File: src/rtl/mia_pkg.sv
// Shared types, codes and the helper function of the masked identifier allocator.
package mia_pkg;

  localparam int unsigned WordW          = 32;
  localparam int unsigned TableDepthDef  = 64;

  localparam logic [1:0] MODE_ALLOC   = 2'd0;
  localparam logic [1:0] MODE_RELEASE = 2'd1;
  localparam logic [1:0] MODE_CLEAR   = 2'd2;

  localparam logic [1:0] ST_OK        = 2'd0;
  localparam logic [1:0] ST_EXHAUSTED = 2'd1;
  localparam logic [1:0] ST_FULL      = 2'd2;

  typedef enum logic [1:0] {
    TK_SEARCH  = 2'd0,
    TK_WRITE   = 2'd1,
    TK_RELEASE = 2'd2
  } tok_kind_e;

  typedef struct packed {
    logic             vld;
    tok_kind_e        kind;
    logic [WordW-1:0] value;
    logic             hit;
    logic             free_seen;
    logic             last;
    logic             claimed;
  } tok_t;

  // Adds one to the masked bit positions of v; the carry skips unmasked bits.
  function automatic logic [WordW-1:0] masked_step(input logic [WordW-1:0] v,
                                                   input logic [WordW-1:0] m);
    logic [WordW-1:0] filled;
    logic [WordW-1:0] sum;
    filled = v | ~m;
    sum    = filled + WordW'(1);
    return (v & ~m) | (sum & m);
  endfunction

endpackage

File: src/rtl/mia_cell.sv
// One table entry of the allocator chain, with the token register to its neighbor.
module mia_cell (
  input  logic          clk_i,
  input  logic          rst_ni,
  input  logic          flush_i,
  input  logic          clear_i,
  input  mia_pkg::tok_t tok_i,
  output mia_pkg::tok_t tok_o
);

  logic                      vld_q, vld_d;
  logic [mia_pkg::WordW-1:0] val_q, val_d;
  mia_pkg::tok_t             tok_q, tok_d;
  logic                      match;

  assign match = vld_q && (val_q == tok_i.value);

  always_comb begin
    tok_d = tok_i;
    vld_d = vld_q;
    val_d = val_q;
    if (tok_i.vld) begin
      case (tok_i.kind)
        mia_pkg::TK_SEARCH: begin
          if (match) tok_d.hit = 1'b1;
          if (!vld_q) tok_d.free_seen = 1'b1;
        end
        mia_pkg::TK_WRITE: begin
          if (!vld_q && !tok_i.claimed) begin
            vld_d         = 1'b1;
            val_d         = tok_i.value;
            tok_d.claimed = 1'b1;
          end
        end
        mia_pkg::TK_RELEASE: begin
          if (match) vld_d = 1'b0;
        end
        default: begin
          tok_d = tok_i;
        end
      endcase
    end
    if (clear_i) vld_d = 1'b0;
    tok_d.vld = tok_i.vld & ~flush_i;
  end

  always_ff @(posedge clk_i or negedge rst_ni) begin
    if (!rst_ni) begin
      vld_q <= 1'b0;
      tok_q <= '0;
    end else begin
      vld_q <= vld_d;
      tok_q <= tok_d;
    end
  end

  always_ff @(posedge clk_i) begin
    val_q <= val_d;
  end

  assign tok_o = tok_q;

endmodule

File: config.mk
export PLATFORM = sky130hd
export DESIGN_NAME = mia_cell
export DESIGN_NICKNAME = d
export VERILOG_FILES = /design/src/rtl/mia_pkg.sv /design/src/rtl/mia_cell.sv
export SDC_FILE = /design/constraint.sdc
export NUM_CORES = 1
export LEC_CHECK = 0
export CAP_MARGIN = 20
export CORE_ASPECT_RATIO = 0.75
export CORE_MARGIN = 2
export CORE_UTILIZATION = 45
export DETAILED_ROUTE_END_ITERATION = 10
export DONT_BUFFER_PORTS = 1
export GPL_ROUTABILITY_DRIVEN = 1
export PLACE_DENSITY_LB_ADDON = 0.2
export RECOVER_POWER = 25
export SYNTH_ARGS = -nofsm -noshare
export SYNTH_HDL_FRONTEND = slang
export SYNTH_SLANG_ARGS = --single-unit
File: constraint.sdc
create_clock -name clk_i -period 2.5 [get_ports clk_i]
set_input_delay 0.625 -clock clk_i [delete_from_list [all_inputs] [get_ports clk_i]]
set_output_delay 0.625 -clock clk_i [all_outputs]
set_load 0.02 [all_outputs]
### Yosys cells after proc, flatten, opt, wreduce, memory -nomap -nowiden

Index checks and enable logic that the tools add are counted.
Widths: inputs -> output; s select.

* register bits after elaboration: 72
* memories: 0
* bits in latches: 0
* logic and storage cells: 36
* output and inout bits: 39
* bits in writable memories: 0
* bits in read-only memories: 0
* input bits: 43

* div/mod/pow operators: 0
* bitwise gates (word level): 2
* eq/ne operators: 5
* shift-type cells: 0
* add/sub/neg operators: 0
* reductions and logical operators: 9
* $lt $le $gt $ge: 0
* multiply operators: 0
* mux-type cells: 11

Operator list (number)
* $eq 32x32->1: 1
* $mux 1: 8
* $ne 3x3->1 const B: 2
* $mux 4: 1
* $reduce_and 4->1: 1
* $reduce_and 3->1: 1
* $reduce_bool 3->1: 1
* $eq 2x1->1 const B: 1
* $eq 2x2->1 const B: 1
* $logic_and 1x1->1: 2
* $logic_not 1->1: 2
* $logic_not 2->1: 1
* $mux 2: 1
* $pmux 1 s2: 1
* $reduce_bool 2->1: 1
* $and 1x1->1: 1
* $not 1->1: 1

### Depth between registers and ports, before layout

* depth after elaboration: 6
* gate-level depth with buffers: 5
* mapped depth without buffers: 5

### Least setup slack after synthesis

Ideal clock, no wire load.

* path kind: input port to flip-flop
* start: input port tok_i[37] in the netlist's numbering
* end: register val_q[0] in the netlist's numbering (enable)
* setup slack: -153 ps
* data arrival time: 2230 ps
* data required time: 2078 ps
* stages on the path: 3
* path through: nor2_1 nand3_1 nor2_1

* longest elaborated chain between the ends: 2

RTL lines
* from (decl): RTL line mia_cell.sv:7 `input mia_pkg::tok_t tok_i,`
* $eq 2x1->1: RTL line mia_cell.sv:23 `case (tok_i.kind)`
* $reduce_and 3->1 (no line)
* to (signal assigned): RTL line mia_cell.sv:58 `val_q <= val_d;`
* to (decl): RTL line mia_cell.sv:12 `logic [mia_pkg::WordW-1:0] val_q, val_d;`

Every way passes these cells.
A chain may end at the register's enable or synchronous reset.

### Worst setup path after layout

* start: register val_q[8] in the netlist's numbering
* end: register vld_q

* longest elaborated chain between the ends: 4

RTL lines
* $eq 32x32->1: RTL line mia_cell.sv:16 `assign match = vld_q && (val_q == tok_i.value);`
* $logic_and 1x1->1: RTL line mia_cell.sv:16
* $ne 3x3->1 (no line)
* $reduce_and 4->1 (no line)
* to (signal assigned): RTL line mia_cell.sv:52 `vld_q <= vld_d;`
* to (decl): RTL line mia_cell.sv:11 `logic vld_q, vld_d;`

Every way passes these cells.

==> flow_summary.json <==
{
  "maxCapViolCount": 0,
  "multi_input_area_um2": 452,
  "die_w_um": 88.8,
  "place.detailed.hpwl_mm": 2.95,
  "tns_ns": 0,
  "yosysUniqueCellTypes": 19,
  "grt_antenna_before_repair": 0,
  "drt_iter0_markers": 52,
  "power_density_mw_per_mm2": 801,
  "rsz0062_at_grt": "false",
  "ys_ff_latch": 72,
  "ctsResizeCount": 0,
  "setup_violations": 0,
  "drt_wl_total_mm": 4.08,
  "path_class": "flop to flop",
  "post-cts-setup-buffer-count": 0,
  "power.total_uw": 2190,
  "synth_edf_count": 32,
  "final_hold_viol_count": 0,
  "slew_headroom_pct": 67.3,
  "cts_sinks": 72,
  "end_kind": "flop",
  "required_ns": 2.72,
  "avgSynthCellArea_um2": 17.8,
  "die-area_mm2": 0.00600,
  "drv_slew": 0,
  "gr-usage-all-layers_pct": 15.2,
  "dp.cells": 213,
  "worst_pin_slew_ns": 0.485,
  "hp-class": "input pin to async pin",
  "period_needed_ns": 1.54,
  "cts.reportedPaths.clkPinSlew_ns": 0.07,
  "drive_gt1_share_pct": 11.6,
  "fill_cells": 437,
  "startpoint_type": "flop",
  "diodes": 0,
  "drc_errors": 0,
  "final_nets": 193,
  "yosysSeqAreaShare_pct": 80.9,
  "grt_max_degree": 41,
  "max_freq_mhz": 649,
  "fp.dieH_um": 67.6,
  "routedWlPerCell_um": 17.8,
  "clk_latency_ns": 0.33,
  "syn-instance-count": 136,
  "cts_buffer_depth": 2,
  "vdd_drop_max_mv": 0.411,
  "core-area_mm2": 0.00527,
  "synth_fp_nets": 179,
  "start_util_pct": 46.0,
  "syn_area_mm2": 0.00242,
  "grt_pass1_vias": 1241,
  "yosys_warnings": 0,
  "via_per_inst": 4.93,
  "drt_pass1_iterations": 4,
  "grt_pass1_wl_mm": 6.19,
  "grt.overflow.total": 0,
  "cts.htree.levels": 3,
  "p_leak_uw": 0.00101,
  "async_flop_share_pct": 55.6,
  "portBuffers": 0,
  "regArea_mm2": 0.00196,
  "cp.arrival_ns": 1.76,
  "place_congestion": 0.716,
  "period_share_pct": 61.6,
  "antenna_left": 0,
  "core.rowCount": 23,
  "ioPinCount": 82,
  "syn2layout_area_growth_pct": 12.8,
  "detailroute.via_count": 1133,
  "cts_tree": "built",
  "finClkSkew_ns": 0.00424,
  "fin_cells": 230,
  "cts-buffers-inserted": 9,
  "ys.flop_type": "dfrtp_1",
  "status": "finished clean",
  "cts-root-buf": "clkbuf_8",
  "worstPathMaxFanout": 2
}
## cell usage in the layout (no fill, tap or decap)
master	count
nor2b_1	6
buf_12	1
nor4_1	3
nor3b_1	1
nor3_2	1
nand4_1	6
dfrtp_1	40
clkinv_1	1
edfxtp_1	32
nor2_1	3
buf_4	2
xor2_1	4
nand3_1	2
a2111o_1	3
o21bai_1	1
nor2_4	1
clkbuf_8	11
clkinvlp_4	1
nand2b_1	2
clkinv_2	1
inv_1	5
xnor2_1	21
a41o_1	1
nor4b_1	1
o22ai_1	2
clkbuf_1	2
nand2_1	1
## path summary, 6_finish.rpt
path                            slack [ns]       from        end  cells past startpoint
worst min register to register        0.61      vld_q   tok_o[2]                      3
worst min-delay path                  0.13     rst_ni  tok_o[10]                      1
worst max register to register        0.96   val_q[8]      vld_q                      5
worst max-delay path                  0.96   val_q[8]      vld_q                      5
min in group clk_i                    0.32  tok_i[32]  tok_o[32]                      0
max in group asynchronous             2.16     rst_ni  tok_o[27]                      1
## cell type report
type                            count  area share (%)
Tap cell                           75            3.43
Timing Repair Buffer                3            1.28
Inverter                            5           0.686
Clock buffer                       13            5.81
Multi-Input combinational cell     59            16.5
Clock inverter                      3           0.594
Sequential cell                    72            71.7
## where the power goes
part / total [uW] / switching, uW / internal [uW]
sequential: 1340 / 60.3 / 1280
combinational: 65.7 / 34.9 / 30.9
clock: 782 / 372 / 410
## per-stage QoR
| step | util [%] | setup slack, ns | instance area [um2] | hold WS [ns] |
|---|---|---|---|---|
| floorplan | - | 0.379 | 2430 | 0.329 |
| global placement | 48.3 | 0.682 | 2540 | 0.330 |
| detailed placement | 48.3 | 0.667 | 2540 | 0.330 |
| CTS | 52.0 | 0.899 | 2740 | 0.116 |
| global route | 52.0 | 0.783 | 2740 | 0.110 |
| finish | 52.0 | 0.960 | 2740 | 0.132 |
## cell families (layout without fill, tap and decap cells)
family,Yosys count,after routing,share of synthesized area [%]
flops,72,72,80.9
simple gates,27,27,6.66
xor+xnor,25,25,9.03
compound gates,7,7,2.63
buf+inv,5,24,0.774
## cell usage after synthesis, types with 3 or more instances
master | number | share of area [%]
edfxtp_1 | 32 | 40
nor2b_1 | 6 | 1.5
nor4_1 | 3 | 0.77
dfrtp_1 | 40 | 41
inv_1 | 5 | 0.77
xor2_1 | 4 | 1.4
xnor2_1 | 21 | 7.6
nor2_1 | 4 | 0.62
nand4_1 | 6 | 1.5
a2111o_1 | 3 | 1.4
## what timing repair did
item | CTS | global route
setup endpoints to repair | 0 | 0
hold endpoints to repair | 40 | 0
hold buffers | 1 | 0
## registers in the layout (all words and copies together), names as in the netlist
signal  flops
val_q      32
vld_q       1
tok_o      39
## worst max-delay path: stages, from the launching register on
cell      delay, ns
edfxtp_1       0.39
xnor2_1        0.16
nand4_1        0.13
nor4_1         0.46
nand4_1        0.13
nor3b_1        0.16
## layer usage
metal  global-route usage (%)  vias up  wire [um]  share of wire [%]
met5                        0        -          0                  0
met1                     17.1      567       1700                 42
met2                     22.9       51       1980                 49
met4                     6.82        0         56                1.4
met3                     9.54        6        345                8.4
li1                         -      509          -                  -
Power figures use the tool's default switching activity.
